--- config.mk ---
export PLATFORM = sky130hd
export DESIGN_NAME = desmq_ram
export DESIGN_NICKNAME = d
export VERILOG_FILES = /design/src/hw/rtl/desmq_ram.sv
export SDC_FILE = /design/constraint.sdc
export NUM_CORES = 2
export LEC_CHECK = 0
export BUFFER_PORTS_ARGS = -buffer_cell sky130_fd_sc_hd__buf_2
export CORE_ASPECT_RATIO = 1.75
export CORE_MARGIN = 3
export CORE_UTILIZATION = 40
export CTS_CLUSTER_SIZE = 10
export DETAILED_ROUTE_END_ITERATION = 8
export PLACE_DENSITY_LB_ADDON = 0.2
export REMOVE_ABC_BUFFERS = 1
export SYNTH_ARGS = -nofsm -noshare
export SYNTH_HDL_FRONTEND = slang
export SYNTH_SLANG_ARGS = --single-unit
export TNS_END_PERCENT = 30
--- constraint.sdc ---
create_clock -name clk -period 14.5 [get_ports clk]
set_input_delay 0 -clock clk [delete_from_list [all_inputs] [get_ports clk]]
set_output_delay 0 -clock clk [all_outputs]
set_load 0.03 [all_outputs]
--- src/hw/rtl/desmq_ram.sv ---
// Generic single-write, single-read RAM with a registered read port.
// Depends on nothing.
`timescale 1ns / 1ps

module desmq_ram #(
  parameter int WIDTH = 64,
  parameter int DEPTH = 64
) (
  input  logic                     clk,
  input  logic                     we,
  input  logic [$clog2(DEPTH)-1:0] waddr,
  input  logic [WIDTH-1:0]         wdata,
  input  logic                     re,
  input  logic [$clog2(DEPTH)-1:0] raddr,
  output logic [WIDTH-1:0]         rdata
);

  logic [WIDTH-1:0] mem [DEPTH];

  // Write on we; register read data only on re so it holds otherwise
  always_ff @(posedge clk) begin
    if (we) begin
      mem[waddr] <= wdata;
    end
    if (re) begin
      rdata <= mem[raddr];
    end
  end

endmodule

Word level (Yosys, flattened, before mapping)
Memory sizes are Yosys's and may differ from the RTL's. A register that Yosys moved wholly into a read port is not among the register bits.
Cells that the tools add are included.
Operators by class
  divide/modulo/power cells: 0
  muxes and demuxes: 2
  bitwise gates (word level): 0
  $mul: 0
  reductions and logical operators: 0
  shift operators: 0
  $lt $le $gt $ge: 0
  add/subtract/negate cells: 0
  eq/ne operators: 0
Operators by type and width (number)
  1-bit two-way mux: 2
Storage, ports and cells
  bits in read-only memories: 0
  bits in writable memories: 4096
  bits in latches: 0
  memories: 1
  word-level logic and storage cells: 3
  bits in registers: 0
Memories
  mem: depth 64, width 64, read ports 1, clocked after memory_dff 1, write ports 1, RTL line 18  | logic [WIDTH-1:0] mem [DEPTH];

Logic depth before layout (Yosys ltp)
  word-level depth: 2
  gate-level depth with buffers: 9
  mapped depth without buffers: 5

Least setup slack after synthesis
OpenSTA, ideal clock, no wires.
  kind: in2reg
  start point: input port waddr[3]
  end point: memory mem[48][0] (enable)
  library setup time: 0.564 ns
  arrival time: 4.872 ns
  buffers on the path: 1
  slack: 9.064 ns
  cell stages on the path: 4
  cell sequence: clkbuf_1 nor2b_1 nand4b_1 nor3_1
RTL lines
  start: declaration: RTL line 11  | input logic [$clog2(DEPTH)-1:0] waddr,
  end: declaration: RTL line 18
Straight into the memory's write port.

==> flow_metrics.py <==
metrics = {
    "die": {
        "design.portCount": 143,
        "die_x_um": 480,
        "chipHeight_um": 835,
        "floorplan.core_area_um2": 390000,
        "rows": 303,
        "initial_core_util_pct": 40.2,
        "die_area_um2": 400000,
    },
    "placed_design": {
        "port_buffers": 142,
        "dp.final_hpwl_mm": 255,
        "gp_routability_congestion": 0.774,
        "area_after_detailed_placement_um2": 165000,
    },
    "layout": {
        "fillerInstances": 32081,
        "finalInstanceArea_um2": 178000,
        "drive_gt1_share_pct": 27.8,
        "area_delta_synth_final_pct": 13.2,
        "nets": 7224,
    },
    "synthesis": {
        "synth.largest_area_cell": "edfxtp_1",
        "async_set_or_reset_register_ratio_after_synthesis_pct": 0,
        "netlist_top_cells_count": "4160 x edfxtp_1, 1024 x mux4_2, 170 x buf_2, 168 x a22oi_1, 140 x clkbuf_1",
        "synth_top_cells_by_area": "edfxtp_1 80%, mux4_2 15%, mux2i_1 0.86%, a22oi_1 0.80%, buf_2 0.54%",
        "number_of_enable_type_register_cells_in_the_synthesized_netlist": 4160,
        "synthDistinctLibCells": 32,
        "ys_seq_area_share_pct": 79.6,
        "synth_largest_type_area_fraction_pct": 79.6,
        "yosys.cell_count.top_type": "edfxtp_1",
        "synth_area_per_cell_um2": 23.8,
        "synth_top_flop_cell": "edfxtp_1",
        "yosys_reg_bits": 4160,
        "syn-cell-area_um2": 157000,
        "synthesis.yosys.warnings": 0,
        "syn_inst": 6598,
    },
    "sta": {
        "drv_slew": 0,
        "fin_tns_setup_ns": 0,
        "finalHoldWorstSlack_ns": 0.0927,
        "finalSetupViolations": 0,
        "fin_crit_sh_pct": 29.0,
        "grt_setup_unrepaired": "false",
        "timing.final.crit_period_ns": 4.21,
        "max_clock_freq_ghz": 0.238,
        "hold_viol": 0,
        "worst_margin_slew_ns": 1.28,
        "worst_clock_skew_ns": 0.0881,
        "slew-limit-headroom_pct": 14.7,
    },
    "setup_path": {
        "slowest_stage": "buf_4",
        "timing.critical_path.mode_cell": "buf_4",
        "critPathMaxFanout": 98,
        "critPathKind": "primary input to flip-flop",
        "regToRegEndpoint": "rdata[34]",
        "arrival_ns": 4.87,
        "path_cells": "dlygate4sd3_1 > buf_8 > buf_4 > buf_12 > buf_4 > mux4_2 > or3_1 > a41oi_1 > a211oi_1",
        "crit_path_start_kind": "primary input",
        "cp_slowest_stage_delay_ns": 0.82,
        "critical_path.endpoint_type": "flip-flop",
        "worst-r2r-cell-count": 5,
        "reg2reg_slack_ns": 12.23,
        "r2r-start": "mem[13][34]",
        "worst_path_required_ns": 15.17,
    },
    "power_and_ir_drop": {
        "cellPowerDensity_nw_per_um2": 138,
        "static-leakage-power_uw": 0.0547,
        "vdd_ir_drop_max_v": 0.000103,
        "total_power_uw": 24600,
    },
    "worst_hold_path": {
        "worstHoldPathCells": 4,
        "holdPathEnd": "mem[55][25]",
        "hold_path_class": "primary input to flip-flop",
        "hold_path.startpoint": "waddr[0]",
    },
    "detailed_routing": {
        "dr_total_vias": 75972,
        "drt_first_iter_violations": 9058,
        "drc_errors_left": 0,
        "final_antenna_net_count": 0,
        "drt-wirelength-per-cell_um": 38.9,
        "routed_wirelength_mm": 481,
        "via_per_inst": 6.14,
        "drtPass1Iterations": 5,
    },
    "clocking": {
        "clk_latency_ns": 0.96,
        "cts_buffers": 459,
        "clock-sinks": 4160,
        "buffers_from_clock_root_to_sink_at_most": 4,
        "cts.clk_slew.worst_paths_ns": 0.06,
        "number_of_buffers_inserted_to_repair_setup_after_cts": 0,
        "cts-root-buf": "clkbuf_16",
        "max_h_tree_level": 5,
        "tritoncts": "built",
    },
    "global_routing": {
        "maximum_number_of_pins_on_one_net_before_global_route_repair": 104,
        "grt_pass1_wl_mm": 663,
        "initial_antenna_violation_count": 44,
        "grt_overflow_total": 0,
        "first_global_vias": 78889,
        "global_route.usage.total_pct": 23.9,
    },
    "status": {
        "result_of_the_run": "completed",
    },
    "flow_run": {
        "cap_violations": 0,
    },
}
## layout by cell type, fill, tap and decap left out, types with 2 or more instances in the layout
cell type	netlist	routed
nor3_2	0	2
nand2_1	58	55
a22oi_1	168	168
or3_1	29	29
clkinv_1	0	2
inv_16	0	4
clkinv_8	0	4
buf_12	0	14
a41oi_1	26	26
a22o_1	88	88
mux4_2	1024	1024
clkbuf_1	140	4
nor2b_4	0	4
a31oi_1	18	18
buf_8	0	2
mux2i_1	135	135
buf_4	34	226
a2bb2oi_1	19	19
nor2_4	0	64
o22ai_1	83	83
or2_2	28	28
edfxtp_1	4160	4160
nand2b_1	11	9
inv_1	19	19
nand2_4	0	2
nand4_1	2	2
a211oi_1	63	63
o221ai_1	38	38
clkbuf_16	0	464
nand3_1	45	45
buf_2	170	138
nor2b_1	28	24
inv_6	0	6
and2_4	0	2
and3_1	64	64
dlygate4sd3_1	0	75
nand3b_1	2	2
nor2_1	112	47
diode_2	0	11
## through the flow
step / cells / worst slack, ns / utilization [%]
detailed placement: 11794 / 9.67 / 42.3
floorplan: 6228 / 9.20 / -
global route: 12362 / 10.18 / 45.5
finish: 12368 / 10.29 / 45.5
CTS: 12357 / 10.39 / 45.5
global placement: 11794 / 9.68 / 42.3
## flip-flops by register name, indices dropped and copies added, names as in the netlist
register  count
rdata        64
mem        4096
## final cells by class
type / instances / area (um^2) / share of cell area [%]
Antenna cell: 11 / 27.5 / 0.0155
Clock buffer: 468 / 11600 / 6.54
Clock inverter: 20 / 278 / 0.156
Inverter: 19 / 71.3 / 0.0401
Multi-Input combinational cell: 2049 / 30800 / 17.3
Sequential cell: 4160 / 125000 / 70.3
Tap cell: 5185 / 6490 / 3.65
Timing Repair Buffer: 456 / 3460 / 1.95
## cell families (layout without fill, tap and decap cells)
group	Yosys count	after routing	share of synthesized area [%]
flops	4160	4160	79.6
mux	1159	1159	15.6
compound gates	504	504	2.47
buf+inv	389	963	1.18
simple gates	386	386	1.23
other cells	0	11	0
## layer usage
layer	share of wire, %	wire, um	GRT usage, %	up-vias
met3	6.4	30600	3.36	799
met1	36	175000	29.3	42550
met5	0.034	162	0	-
met2	54	260000	43.8	3267
met4	3.2	15500	7.17	24
li1	-	-	-	29332
## timing repair
action	4_1_cts	5_1_grt
hold endpoints to repair	4327	0
hold buffers	75	0
resized for setup	0	0
## where the power goes
group / internal, uW / leakage (uW) / switching [uW]
combinational: 415 / 0.0114 / 746
clock: 5610 / 0.00585 / 4410
sequential: 13400 / 0.0375 / 37.8
total: 19400 / 0.0547 / 5190
## worst max-delay path: cells and delay by family
kind | cells | cell delay, ns
compound gates | 2 | 0.43
buf+inv | 5 | 3.03
simple gates | 1 | 0.32
mux | 1 | 0.61
## worst max-delay path by stage
stage / end / start / depth (start not counted)
after floorplan: mem[48][0] / waddr[4] / 3
after global placement: rdata[45] / raddr[0] / 9
after detailed placement: rdata[45] / raddr[0] / 9
after CTS: rdata[35] / raddr[1] / 9
after global routing: rdata[43] / raddr[1] / 9
final: rdata[35] / raddr[1] / 9
Power figures use the tool's default switching activity.
